### config.mk
export PLATFORM = sky130hd
export DESIGN_NAME = sentence_boundary_splitter_unit
export DESIGN_NICKNAME = d
export VERILOG_FILES = /design/src/rtl/sbs_pkg.sv /design/src/rtl/sbs_out_skid.sv /design/src/rtl/sentence_boundary_splitter_unit.sv
export SDC_FILE = /design/constraint.sdc
export NUM_CORES = 1
export LEC_CHECK = 0
export BUFFER_PORTS_ARGS = -buffer_cell sky130_fd_sc_hd__buf_2
export CAP_MARGIN = 15
export CELL_PAD_IN_SITES_DETAIL_PLACEMENT = 1
export CELL_PAD_IN_SITES_GLOBAL_PLACEMENT = 1
export CORE_ASPECT_RATIO = 0.6
export CORE_MARGIN = 8
export CORE_UTILIZATION = 45
export CTS_BUF_LIST = sky130_fd_sc_hd__clkbuf_4 sky130_fd_sc_hd__clkbuf_8
export DETAILED_ROUTE_END_ITERATION = 10
export GPL_ROUTABILITY_DRIVEN = 0
export PLACE_DENSITY_LB_ADDON = 0.3
export SLEW_MARGIN = 20
export SYNTH_ARGS = -nofsm -noshare
export SYNTH_HDL_FRONTEND = slang
export SYNTH_SLANG_ARGS = --single-unit
### constraint.sdc
create_clock -name clk -period 14.7 [get_ports clk]
set_input_delay 3.675 -clock clk [delete_from_list [all_inputs] [get_ports clk]]
set_output_delay 3.675 -clock clk [all_outputs]
set_load 0.1 [all_outputs]
### src/rtl/sbs_pkg.sv
// ----------------------------------------------------------------------------
// sbs_pkg: shared types and constants for the sentence boundary splitter
// Byte codes, register indexes, widths and the result record type.
// ----------------------------------------------------------------------------
package sbs_pkg;

  localparam int unsigned POS_W     = 25;
  localparam int unsigned NUM_W     = 24;
  localparam int unsigned SPAN_W    = 14;
  localparam int unsigned SKIP_W    = 7;
  localparam int unsigned CFG_IDX_W = 1;
  localparam int unsigned CFG_DAT_W = 14;

  // Offsets saturate here (one past the largest byte index).
  localparam logic [POS_W-1:0]  POS_MAX  = 25'd16777216;
  localparam logic [SPAN_W-1:0] SPAN_MAX = 14'd16383;

  localparam logic [SPAN_W-1:0] SEARCH_LIMIT_RST = 14'd10000;
  localparam logic [SKIP_W-1:0] SKIP_LIMIT_RST   = 7'd100;

  // Register indexes on the configuration port
  localparam logic [CFG_IDX_W-1:0] CFG_SEARCH_LIMIT = 1'b0;
  localparam logic [CFG_IDX_W-1:0] CFG_SKIP_LIMIT   = 1'b1;

  // Byte codes
  localparam logic [7:0] CH_TAB   = 8'h09;
  localparam logic [7:0] CH_LF    = 8'h0A;
  localparam logic [7:0] CH_CR    = 8'h0D;
  localparam logic [7:0] CH_SPACE = 8'h20;
  localparam logic [7:0] CH_E3    = 8'hE3;
  localparam logic [7:0] CH_80    = 8'h80;
  localparam logic [7:0] CH_82    = 8'h82;
  localparam logic [7:0] CH_EF    = 8'hEF;
  localparam logic [7:0] CH_BC    = 8'hBC;
  localparam logic [7:0] CH_9F    = 8'h9F;
  localparam logic [7:0] CH_81    = 8'h81;

  typedef struct packed {
    logic [POS_W-1:0] sentence_start;
    logic [POS_W-1:0] sentence_end;
    logic [NUM_W-1:0] sentence_number;
    logic [POS_W-1:0] trimmed_start;
    logic [POS_W-1:0] trimmed_end;
  } sbs_result_t;

  // Third byte of a full-width period, question mark or exclamation mark
  function automatic logic closes_mark(input logic [15:0] prev2, input logic [7:0] b);
    logic hit;
    hit = 1'b0;
    if (prev2[15:8] == CH_E3 && prev2[7:0] == CH_80 && b == CH_82) begin
      hit = 1'b1;
    end
    if (prev2[15:8] == CH_EF && prev2[7:0] == CH_BC && (b == CH_9F || b == CH_81)) begin
      hit = 1'b1;
    end
    return hit;
  endfunction

endpackage

### src/rtl/sbs_out_skid.sv
// ----------------------------------------------------------------------------
// sbs_out_skid: two-entry result buffer
// Output register plus one skid entry so the input side keeps moving while
// a result beat waits on a stalled receiver.
// ----------------------------------------------------------------------------
module sbs_out_skid
  import sbs_pkg::*;
(
  input  logic        clk,
  input  logic        rst_n,
  input  logic        push,
  input  sbs_result_t push_data,
  input  logic        out_stall,
  output logic        out_valid,
  output sbs_result_t out_data,
  output logic        full
);

  logic        out_valid_r, out_valid_nxt;
  sbs_result_t out_data_r, out_data_nxt;
  logic        skid_valid_r, skid_valid_nxt;
  sbs_result_t skid_data_r, skid_data_nxt;
  logic        pop;

  assign pop = out_valid_r && !out_stall;

  always_comb begin
    out_valid_nxt  = out_valid_r;
    out_data_nxt   = out_data_r;
    skid_valid_nxt = skid_valid_r;
    skid_data_nxt  = skid_data_r;
    if (!out_valid_r || pop) begin
      // advance: skid entry first, else the new beat
      if (skid_valid_r) begin
        out_valid_nxt  = 1'b1;
        out_data_nxt   = skid_data_r;
        skid_valid_nxt = 1'b0;
      end else begin
        out_valid_nxt = push;
        out_data_nxt  = push_data;
      end
    end else if (push) begin
      // hold the output, park the new beat
      skid_valid_nxt = 1'b1;
      skid_data_nxt  = push_data;
    end
  end

  always_ff @(posedge clk) begin
    if (!rst_n) begin
      out_valid_r  <= 1'b0;
      skid_valid_r <= 1'b0;
    end else begin
      out_valid_r  <= out_valid_nxt;
      skid_valid_r <= skid_valid_nxt;
    end
    out_data_r  <= out_data_nxt;
    skid_data_r <= skid_data_nxt;
  end

  assign out_valid = out_valid_r;
  assign out_data  = out_data_r;
  assign full      = skid_valid_r;

endmodule

### src/rtl/sentence_boundary_splitter_unit.sv
// ----------------------------------------------------------------------------
// sentence_boundary_splitter_unit: UTF-8 sentence splitter
// Scans one text byte per beat and emits trimmed sentence offsets.
// ----------------------------------------------------------------------------
// Throughput: one input byte per cycle while in_stall is low.
// A result beat is registered in the output buffer from the byte that ends it.
// The scan state is registered from each accepted byte; a two-entry
// output buffer absorbs result stalls, in_stall rises only when both are full.
// Reset (synchronous, rst_n low): scan state cleared, search_limit = 10000,
// skip_limit = 100, output buffer empty.
module sentence_boundary_splitter_unit
  import sbs_pkg::*;
(
  input  logic                 clk,
  input  logic                 rst_n,
  // configuration
  input  logic                 cfg_we,
  input  logic [CFG_IDX_W-1:0] cfg_index,
  input  logic [CFG_DAT_W-1:0] cfg_wdata,
  // input bytes
  input  logic                 in_valid,
  output logic                 in_stall,
  input  logic [7:0]           in_text_byte,
  input  logic                 in_final_byte,
  // result beats
  output logic                 out_valid,
  input  logic                 out_stall,
  output logic [POS_W-1:0]     out_sentence_start,
  output logic [POS_W-1:0]     out_sentence_end,
  output logic [NUM_W-1:0]     out_sentence_number,
  output logic [POS_W-1:0]     out_trimmed_start,
  output logic [POS_W-1:0]     out_trimmed_end
);

  // Configuration registers
  logic [SPAN_W-1:0] search_limit_r;
  logic [SKIP_W-1:0] skip_limit_r;

  // Scan state
  logic [POS_W-1:0]  byte_pos_r,   byte_pos_nxt;
  logic [POS_W-1:0]  sent_begin_r, sent_begin_nxt;
  logic [NUM_W-1:0]  sent_cnt_r,   sent_cnt_nxt;
  logic [POS_W-1:0]  first_vis_r,  first_vis_nxt;
  logic              has_vis_r,    has_vis_nxt;
  logic [POS_W-1:0]  last_vis_r,   last_vis_nxt;
  logic [15:0]       recent_r,     recent_nxt;
  logic [SPAN_W-1:0] span_r,       span_nxt;
  logic              to_end_r,     to_end_nxt;
  logic              skip_mode_r,  skip_mode_nxt;
  logic [SKIP_W-1:0] skip_cnt_r,   skip_cnt_nxt;

  logic              accept;
  logic [POS_W-1:0]  pos_next;
  logic              is_ws;
  logic              consumed;
  logic              boundary;
  logic              ended;
  logic              emit;
  sbs_result_t       res;
  sbs_result_t       buf_data;
  logic              buf_full;

  assign accept   = in_valid && !in_stall;
  assign in_stall = buf_full;

  // Configuration writes
  always_ff @(posedge clk) begin
    if (!rst_n) begin
      search_limit_r <= SEARCH_LIMIT_RST;
      skip_limit_r   <= SKIP_LIMIT_RST;
    end else if (cfg_we) begin
      unique case (cfg_index)
        CFG_SEARCH_LIMIT: search_limit_r <= cfg_wdata;
        CFG_SKIP_LIMIT:   skip_limit_r   <= cfg_wdata[SKIP_W-1:0];
        default: ;
      endcase
    end
  end

  // Offset just past this byte, saturating at the text bound
  assign pos_next = (byte_pos_r >= POS_MAX) ? POS_MAX : byte_pos_r + 1'b1;
  assign is_ws    = (in_text_byte == CH_SPACE) || (in_text_byte == CH_TAB) ||
                    (in_text_byte == CH_CR);

  always_comb begin
    byte_pos_nxt   = pos_next;
    sent_begin_nxt = sent_begin_r;
    sent_cnt_nxt   = sent_cnt_r;
    first_vis_nxt  = first_vis_r;
    has_vis_nxt    = has_vis_r;
    last_vis_nxt   = last_vis_r;
    span_nxt       = span_r;
    to_end_nxt     = to_end_r;
    skip_mode_nxt  = skip_mode_r;
    skip_cnt_nxt   = skip_cnt_r;
    recent_nxt     = {recent_r[7:0], in_text_byte};
    consumed       = 1'b0;
    boundary       = 1'b0;
    ended          = 1'b0;
    emit           = 1'b0;
    res            = '0;

    // Whitespace skip after a boundary: drop the byte while within the limit,
    // otherwise open a fresh sentence at this byte.
    if (skip_mode_r) begin
      if (is_ws && skip_cnt_r < skip_limit_r) begin
        skip_cnt_nxt   = skip_cnt_r + 1'b1;
        sent_begin_nxt = pos_next;
        consumed       = 1'b1;
      end else begin
        skip_mode_nxt  = 1'b0;
        sent_begin_nxt = byte_pos_r;
        has_vis_nxt    = 1'b0;
        first_vis_nxt  = byte_pos_r;
        last_vis_nxt   = byte_pos_r;
        span_nxt       = '0;
        to_end_nxt     = 1'b0;
      end
    end

    if (!consumed) begin
      if (span_nxt < SPAN_MAX) begin
        span_nxt = span_nxt + 1'b1;
      end
      // Track the trim window: first and last visible bytes
      if (!is_ws && !has_vis_nxt) begin
        has_vis_nxt   = 1'b1;
        first_vis_nxt = byte_pos_r;
      end
      if (!is_ws && in_text_byte != CH_LF) begin
        last_vis_nxt = pos_next;
      end
      boundary = !to_end_nxt &&
                 (in_text_byte == CH_LF || in_text_byte == CH_TAB ||
                  (span_nxt >= SPAN_W'(3) && closes_mark(recent_r, in_text_byte)));
      if (in_final_byte) begin
        ended = 1'b1;
      end else if (!to_end_nxt) begin
        if (boundary && span_nxt < search_limit_r) begin
          ended         = 1'b1;
          skip_mode_nxt = 1'b1;
          skip_cnt_nxt  = '0;
        end else if (span_nxt >= search_limit_r) begin
          // long sentence: run to the end of the text
          to_end_nxt = 1'b1;
        end
      end
      if (ended) begin
        emit                = has_vis_nxt && (last_vis_nxt > first_vis_nxt);
        res.sentence_start  = sent_begin_nxt;
        res.sentence_end    = pos_next;
        res.sentence_number = sent_cnt_r;
        res.trimmed_start   = first_vis_nxt;
        res.trimmed_end     = last_vis_nxt;
        sent_cnt_nxt        = sent_cnt_r + 1'b1;
        sent_begin_nxt      = pos_next;
        has_vis_nxt         = 1'b0;
        first_vis_nxt       = pos_next;
        last_vis_nxt        = pos_next;
        span_nxt            = '0;
        to_end_nxt          = 1'b0;
      end
    end

    // End of text: clear the scan state for the next text
    if (in_final_byte) begin
      byte_pos_nxt   = '0;
      sent_begin_nxt = '0;
      sent_cnt_nxt   = '0;
      first_vis_nxt  = '0;
      has_vis_nxt    = 1'b0;
      last_vis_nxt   = '0;
      recent_nxt     = '0;
      span_nxt       = '0;
      to_end_nxt     = 1'b0;
      skip_mode_nxt  = 1'b0;
      skip_cnt_nxt   = '0;
    end
  end

  // Advance the scan state on every accepted byte
  always_ff @(posedge clk) begin
    if (!rst_n) begin
      byte_pos_r   <= '0;
      sent_begin_r <= '0;
      sent_cnt_r   <= '0;
      first_vis_r  <= '0;
      has_vis_r    <= 1'b0;
      last_vis_r   <= '0;
      recent_r     <= '0;
      span_r       <= '0;
      to_end_r     <= 1'b0;
      skip_mode_r  <= 1'b0;
      skip_cnt_r   <= '0;
    end else if (accept) begin
      byte_pos_r   <= byte_pos_nxt;
      sent_begin_r <= sent_begin_nxt;
      sent_cnt_r   <= sent_cnt_nxt;
      first_vis_r  <= first_vis_nxt;
      has_vis_r    <= has_vis_nxt;
      last_vis_r   <= last_vis_nxt;
      recent_r     <= recent_nxt;
      span_r       <= span_nxt;
      to_end_r     <= to_end_nxt;
      skip_mode_r  <= skip_mode_nxt;
      skip_cnt_r   <= skip_cnt_nxt;
    end
  end

  // Result buffer: output register plus skid entry
  sbs_out_skid u_out_skid (
    .clk       (clk),
    .rst_n     (rst_n),
    .push      (accept && emit),
    .push_data (res),
    .out_stall (out_stall),
    .out_valid (out_valid),
    .out_data  (buf_data),
    .full      (buf_full)
  );

  assign out_sentence_start  = buf_data.sentence_start;
  assign out_sentence_end    = buf_data.sentence_end;
  assign out_sentence_number = buf_data.sentence_number;
  assign out_trimmed_start   = buf_data.trimmed_start;
  assign out_trimmed_end     = buf_data.trimmed_end;

endmodule
==> impl_metrics.py, run 1 <==
metrics = {
    "placement": {
        "placement_cell_area_um2": 22500,
        "place.detailed.hpwl_um": 45400,
        "post-place-cells": 2794,
        "port-buffer-count": 154,
        "placement.setup.worst_slack_ns": 3.04,
    },
    "run": {
        "maxCapViolations": 0,
    },
    "global_routing": {
        "grt.overflow.total": 0,
        "number_of_antenna_violations_at_the_first_check_in_global_routing": 0,
        "grt_start_max_net_pins": 118,
        "grt_first_pass_wirelength_um": 106000,
        "grtUsageTotal": 0.239,
        "vias_in_the_first_global_route": 18000,
    },
    "cts": {
        "clk_path_buf_depth": 3,
        "h-tree-depth": 3,
        "numClockSinks": 435,
        "clkTransAtPathRegs_ns": 0.06,
        "clock_tree_root": "clkbuf_8",
        "insertion_delay_ns": 0.65,
        "cts_setup_buffers": 0,
        "ctsResizeCount": 0,
        "cts_hold_buffers": 0,
        "cts_made_buffers": 70,
        "tritoncts": "done",
    },
    "setup_path": {
        "worstPathMaxFanout": 106,
        "endpoint": "u_out_skid.skid_data_r[119]",
        "crit_arrival_ns": 11.50,
        "setup.worst_path.class": "input pin to flop",
        "crit-reg2reg-capture": "u_out_skid.skid_data_r[119]",
        "setup.worst_path.start": "in_text_byte[1]",
        "regToRegStartpoint": "skip_limit_r[6]",
        "critPathMaxStageDelay_ns": 0.51,
        "cp_top_family": "simple AND/OR/NAND/NOR gates",
        "crit_slowest_cell": "or3_1",
        "crit_path_cell_count": 24,
        "worstPathCellList": "buf_2, nor4_1, nand3_1, o22a_1, o21ai_4, buf_4, and2_1, ha_1, nand2_1, nand4bb_1, nor2_1, mux2_2, ha_1, nor2b_1, o21ai_0, a21oi_1, o31a_1, a2111oi_2, o21a_1, buf_4, a21boi_4, or3_1, nor2_4, buf_12",
        "cp_data_required_time_ns": 14.95,
        "critPathLaunchType": "input pin",
        "endpoint_kind": "flop",
        "crit_buf_inv": 4,
        "rr_worst_depth": 25,
        "r2r_setup_slack_ns": 6.47,
    },
    "die": {
        "core_ar_um2": 46500,
        "start_util": 0.458,
        "fp.dieH_um": 185,
        "floorplan.die.width_um": 297,
        "fp.dieArea_um2": 54800,
        "num_io_pins": 155,
        "rows": 61,
    },
    "finish": {
        "drive_gt1_frac": 0.182,
        "areaGrowthSynthToFinish_pct": 12.3,
        "layout.cells.non_filler": 2923,
        "num-nets-final": 2315,
        "final_design_area_no_fill_um2": 23900,
    },
    "detailed_routing": {
        "drcViolationCount": 0,
        "routed_len_inst_um": 23.1,
        "detail_route.iter0.violations": 1477,
        "drtAntennaViolNets": 0,
        "via_per_inst": 6.03,
        "vias": 17600,
        "wl_um": 67700,
        "drt-pass1-iter-count": 5,
    },
    "power_and_ir_drop": {
        "power_density_nw_per_um2": 114,
        "ir_worst_vdd_mv": 0.0772,
        "power.leakage_uw": 0.00950,
        "p_total_uw": 2720,
    },
    "sta": {
        "setup_violations": 0,
        "slew_viol_final": 0,
        "setup_tns_after_final_layout_ns": 0,
        "finalClockSkew_ns": 0.0333,
        "tightestPinTransition_ns": 1.12,
        "grt_setup_unrepaired": "no",
        "min_period_over_period": 0.766,
        "finalCriticalPeriod_ns": 11.26,
        "maxClockFrequency_mhz": 88.8,
        "slew-limit-headroom": 0.252,
        "final_hold_viol_count": 0,
        "finalWorstSetupSlack_ns": 3.44,
    },
    "synthesis": {
        "async_reset_ff_frac": 0,
        "syn-cell-area_um2": 21300,
        "count_of_flip_flops_with_a_built_in_enable_after_synthesis": 248,
        "synth.yosys.warnings": 0,
        "synthCells": 2155,
        "synth_seq_area_share": 0.525,
        "distinct_cell_type_count_of_the_synthesized_netlist": 74,
        "synth.area.top_cells": "edfxtp_1 (35%), dfxtp_1 (18%), nand2_1 (4.6%)",
        "netlist.top_cell.by_area": "edfxtp_1",
        "ys_seq_elements": 435,
        "synth_largest_type_area_fraction": 0.350,
        "synth.avg_cell_area_um2": 9.88,
        "top_ff_cell_synth": "edfxtp_1",
        "synth_fp_nets": 2234,
    },
    "min_path": {
        "hold_path_class": "flop to flop",
        "timing.hold.worst.start": "sent_begin_r[21]",
    },
    "outcome": {
        "outcome": "completed",
    },
}
==> worst min path at each step <==
stage / cells past startpoint / to / slack (ns)
finish: 1 / sent_begin_r[21] / 0.45
floorplan: 1 / sent_begin_r[10] / 0.42
CTS: 1 / sent_begin_r[20] / 0.45
global placement: 1 / sent_begin_r[12] / 0.43
detailed placement: 1 / sent_begin_r[11] / 0.43
global route: 1 / sent_begin_r[20] / 0.46
==> through the flow <==
step | utilization | hold WS [ns]
after floorplan | - | 0.421
after global placement | 0.483 | 0.427
after detailed placement | 0.484 | 0.434
after CTS | 0.514 | 0.450
after global routing | 0.514 | 0.464
final | 0.514 | 0.450
==> area by class of cell <==
| type | count | area (um2) |
|---|---|---|
| Sequential cell | 435 | 11200 |
| Antenna cell | 2 | 5.00 |
| Clock buffer | 105 | 1280 |
| Fill cell | 5158 | 22600 |
| Tap cell | 630 | 788 |
| Clock inverter | 22 | 139 |
| Inverter | 72 | 272 |
| Timing Repair Buffer | 182 | 997 |
| Multi-Input combinational cell | 1475 | 9230 |
==> cell usage in the layout (no fill, tap or decap), types with 8 or more instances in the layout <==
master / instances
o22ai_1: 10
nand4_1: 24
clkbuf_8: 79
a31oi_1: 38
nand2_1: 258
nand3_1: 53
o31ai_1: 78
a221oi_1: 25
clkinv_1: 9
clkinv_2: 9
a21oi_1: 100
ha_1: 50
and3_1: 18
dfxtp_1: 185
inv_1: 69
or3_1: 27
xnor2_1: 13
o21ai_1: 8
o21ai_0: 73
buf_2: 154
o221ai_1: 10
buf_4: 26
nand3b_1: 19
xor2_1: 20
clkbuf_4: 26
or2_2: 16
o211ai_1: 24
edfxtp_1: 248
a21o_1: 34
a311oi_1: 9
nor2_1: 211
and2_1: 58
mux2i_1: 32
a22oi_1: 40
nor3_1: 25
nand2b_1: 13
mux2_2: 66
==> cells by family (layout without fill, tap and decap cells) <==
kind of cell / count (synthesis) / count (layout) / synth area share
flip-flops: 435 / 435 / 0.525
AND/OR/NAND/NOR: 778 / 778 / 0.172
XOR/XNOR: 33 / 33 / 0.0136
adder cells (fa/ha/maj): 50 / 50 / 0.0294
multiplexers: 98 / 98 / 0.0499
other: 0 / 2 / 0
AO/OA/AOI/OAI: 516 / 516 / 0.164
buffers and inverters: 245 / 381 / 0.0452
==> sequential cells by signal, summed over array words and instances (netlist names), 14 cells and up <==
register,count
u_out_skid.out_data,124
first_vis_r,25
search_limit_r,14
sent_cnt_r,24
sent_begin_r,25
u_out_skid.skid_data_r,124
recent_r,16
span_r,14
last_vis_r,25
byte_pos_r,25
==> synthesized netlist by cell type, types with 19 or more instances <==
master	n
ha_1	50
dfxtp_1	187
a21oi_1	102
nand3b_1	19
buf_2	31
nand4_1	24
a221oi_1	25
a21o_1	34
xor2_1	20
a22oi_1	40
o31ai_1	78
and2_1	58
nor3_1	26
or3_1	27
mux2_2	66
clkbuf_1	131
mux2i_1	32
edfxtp_1	248
inv_1	69
nand3_1	53
o21ai_0	74
nor2_1	216
o211ai_1	24
a31oi_1	38
nand2_1	261
==> report_power, final <==
part / leakage (uW) / switching (uW) / internal, uW
registers: 0.00431 / 14.3 / 1310
logic: 0.00444 / 253 / 50.4
clock network: 0.000751 / 508 / 578
total: 0.00950 / 775 / 1940
==> per-layer routing <==
layer	global-route usage	wire length, um
met1	0.333	31100
met2	0.368	29500
met3	0.0595	5490
met4	0.0710	1510
met5	0	0
Note: power is estimated with default switching activity, not from simulation.
==> inputs of run 2 (changes only) <==
ABC_AREA = 1   (was unset)
CORE_UTILIZATION = 43   (was 45)
clock period = 10.15 ns   (was 14.7 ns; I/O delays follow)
==> run 2 against run 1 <==
  * Clock skew up 0.0073 ns
  * Sequential share of layout area down 3.0 points
  * Wire length increased by 12%
  * Global-route usage up 0.36 points
  * Worst hold slack improved by 0.014 ns
  * Combinational power is 27% higher
  * Die area increased by 10%
  * Critical endpoint is now u_out_skid.skid_data_r[2]
  * Largest cell class unchanged
==> impl_metrics.py, run 2 <==
metrics = {
    "synthesis": {
        "synth_seq_area_share": 0.494,
        "async_reset_ff_frac": 0,
        "synth_top_family_by_area": "simple AND/OR/NAND/NOR gates",
        "top_ff_cell_synth": "edfxtp_1",
        "compound_cell_area_share_of_the_yosys_netlist": 0.0932,
        "simple_gate_share_of_the_synthesized_area": 0.308,
        "synth_xor_xnor_area_share": 0.0101,
        "syn-cell-area_um2": 22600,
        "muxShareOfSynthArea": 0,
        "synth.cells.most_frequent": "nand2_1 (918), edfxtp_1 (248), a21oi_1 (211)",
        "netlist.top_cell.by_area": "edfxtp_1",
        "synth.area.top_cells": "edfxtp_1 (33%), dfxtp_1 (17%), nand2_1 (15%)",
        "count_of_flip_flops_with_a_built_in_enable_after_synthesis": 248,
        "distinct_cell_type_count_of_the_synthesized_netlist": 48,
        "synth_area_in_adders": 0.0276,
        "synthCells": 2783,
        "ys_seq_elements": 435,
        "synthMostInstantiatedCell": "nand2_1",
        "synth_fp_nets": 2862,
        "synth.avg_cell_area_um2": 8.14,
        "synth_largest_type_area_fraction": 0.329,
        "synth.yosys.warnings": 0,
    },
    "detailed_routing": {
        "drtAntennaViolNets": 0,
        "drt-pass1-iter-count": 6,
        "detail_route.iter0.violations": 1729,
        "vias": 20400,
        "routed_len_inst_um": 20.7,
        "wl_um": 75600,
        "drcViolationCount": 0,
        "via_per_inst": 5.58,
    },
    "global_routing": {
        "grt.overflow.total": 0,
        "grtUsageTotal": 0.243,
        "grt_start_max_net_pins": 91,
        "number_of_antenna_violations_at_the_first_check_in_global_routing": 5,
        "vias_in_the_first_global_route": 21200,
        "grt_first_pass_wirelength_um": 120000,
    },
    "cts": {
        "clock_tree_root": "clkbuf_8",
        "cts_setup_buffers": 0,
        "clkTransAtPathRegs_ns": 0.07,
        "insertion_delay_ns": 0.64,
        "numClockSinks": 435,
        "ctsResizeCount": 0,
        "cts_hold_buffers": 0,
        "cts_made_buffers": 71,
        "h-tree-depth": 3,
        "clk_path_buf_depth": 3,
        "tritoncts": "done",
    },
    "sta": {
        "final_hold_viol_count": 0,
        "setup_violations": 0,
        "tightestPinTransition_ns": 1.17,
        "min_period_over_period": 0.782,
        "finalCriticalPeriod_ns": 7.94,
        "slew-limit-headroom": 0.212,
        "slew_viol_final": 0,
        "grt_setup_unrepaired": "no",
        "setup_tns_after_final_layout_ns": 0,
        "finalWorstSetupSlack_ns": 2.21,
        "finalClockSkew_ns": 0.0406,
        "maxClockFrequency_mhz": 126,
    },
    "setup_path": {
        "crit-reg2reg-capture": "u_out_skid.skid_data_r[2]",
        "critPathLaunchType": "input pin",
        "rr_worst_depth": 29,
        "crit_arrival_ns": 8.24,
        "cp_data_required_time_ns": 10.45,
        "r2r_setup_slack_ns": 3.48,
        "setup.worst_path.class": "input pin to flop",
        "endpoint_kind": "flop",
        "critPathMaxStageDelay_ns": 0.50,
        "worstPathMaxFanout": 47,
        "crit_slowest_cell": "nand2_4",
        "critical-path-top-cell-by-count": "nand2_1",
        "regToRegStartpoint": "skip_cnt_r[2]",
    },
    "die": {
        "start_util": 0.433,
        "core_ar_um2": 52300,
        "num_io_pins": 155,
        "fp.dieH_um": 194,
        "fp.dieArea_um2": 60500,
        "rows": 65,
        "floorplan.die.width_um": 312,
    },
    "min_path": {
        "worstHoldPathCells": 2,
        "hold_path_class": "flop to flop",
        "timing.hold.worst.start": "last_vis_r[5]",
        "worstHoldEndpoint": "last_vis_r[5]",
    },
    "placement": {
        "place.detailed.hpwl_um": 52000,
        "port-buffer-count": 154,
        "placement_cell_area_um2": 24000,
        "placement.setup.worst_slack_ns": 1.67,
    },
    "finish": {
        "n_fill_cell": 6469,
        "sequential_cell_area_um2": 11200,
        "areaGrowthSynthToFinish_pct": 12.7,
        "final_design_area_no_fill_um2": 25500,
        "num-nets-final": 2973,
        "multi_input_comb_area_um2": 10100,
        "mostFrequentLayoutCells": "nand2_1 (907), edfxtp_1 (248), a21oi_1 (210), nor2_1 (204), dfxtp_1 (186)",
        "finish.utilization": 0.488,
        "drive_gt1_frac": 0.160,
        "mostFrequentLayoutCell": "nand2_1",
    },
    "outcome": {
        "outcome": "completed",
    },
    "power_and_ir_drop": {
        "power.leakage_uw": 0.0106,
        "power_density_nw_per_um2": 153,
        "ir_worst_vdd_mv": 0.0781,
    },
    "run": {
        "maxCapViolations": 0,
    },
}
[run 2: layout make-up]
| class | instances | area share |
|---|---|---|
| Timing Repair Buffer | 198 | 0.0451 |
| Inverter | 189 | 0.0290 |
| Clock inverter | 20 | 0.00495 |
| Clock buffer | 108 | 0.0529 |
| Antenna cell | 1 | 0.0000981 |
| Multi-Input combinational cell | 1999 | 0.395 |
| Tap cell | 703 | 0.0345 |
| Sequential cell | 435 | 0.439 |
[run 2: worst max path at each step]
stage | start | end | slack [ns] | cells after the start
global route | in_text_byte[2] | u_out_skid.skid_data_r[44] | 1.86 | 31
global placement | in_text_byte[4] | u_out_skid.skid_data_r[44] | 1.95 | 31
CTS | in_text_byte[4] | u_out_skid.skid_data_r[111] | 2.29 | 31
detailed placement | in_text_byte[4] | u_out_skid.skid_data_r[44] | 1.67 | 31
floorplan | in_text_byte[4] | u_out_skid.skid_data_r[0] | -1.42 | 29
finish | in_text_byte[4] | u_out_skid.skid_data_r[2] | 2.21 | 31
[run 2: cell families after synthesis]
family          after synthesis
simple gates               1533
flops                       435
compound gates              390
buf+inv                     349
fa+ha+maj                    50
xor+xnor                     26
[run 2: per-layer routing]
metal	part of all wire	GRT usage	wire, um
met1	0.45	0.334	34400
met2	0.45	0.382	33800
met3	0.064	0.0462	4850
met4	0.033	0.0834	2460
met5	0.00048	0	36
[run 2: through the flow]
stage / hold WS (ns) / instances / power [uW]
after floorplan: 0.435 / 2783 / 2230
after global placement: 0.449 / 3524 / 2310
after detailed placement: 0.454 / 3524 / 2320
after CTS: 0.465 / 3652 / 3940
after global routing: 0.486 / 3653 / 4040
final: 0.464 / 3653 / 3910
[run 2: critical path: cells and delay by family]
family                     cells  cell delay [ns]
AOI/OAI and AO/OA              5             0.87
adders and majority gates      2             0.44
buffers and inverters          6             0.83
and+or+nand+nor               18             3.48
[run 2: where the power goes]
group | total [uW] | switching (uW) | internal (uW) | leakage, uW
clock | 1630 | 750 | 876 | 0.000784
sequential | 1900 | 15.1 | 1880 | 0.00408
combinational | 386 | 310 | 76.0 | 0.00578
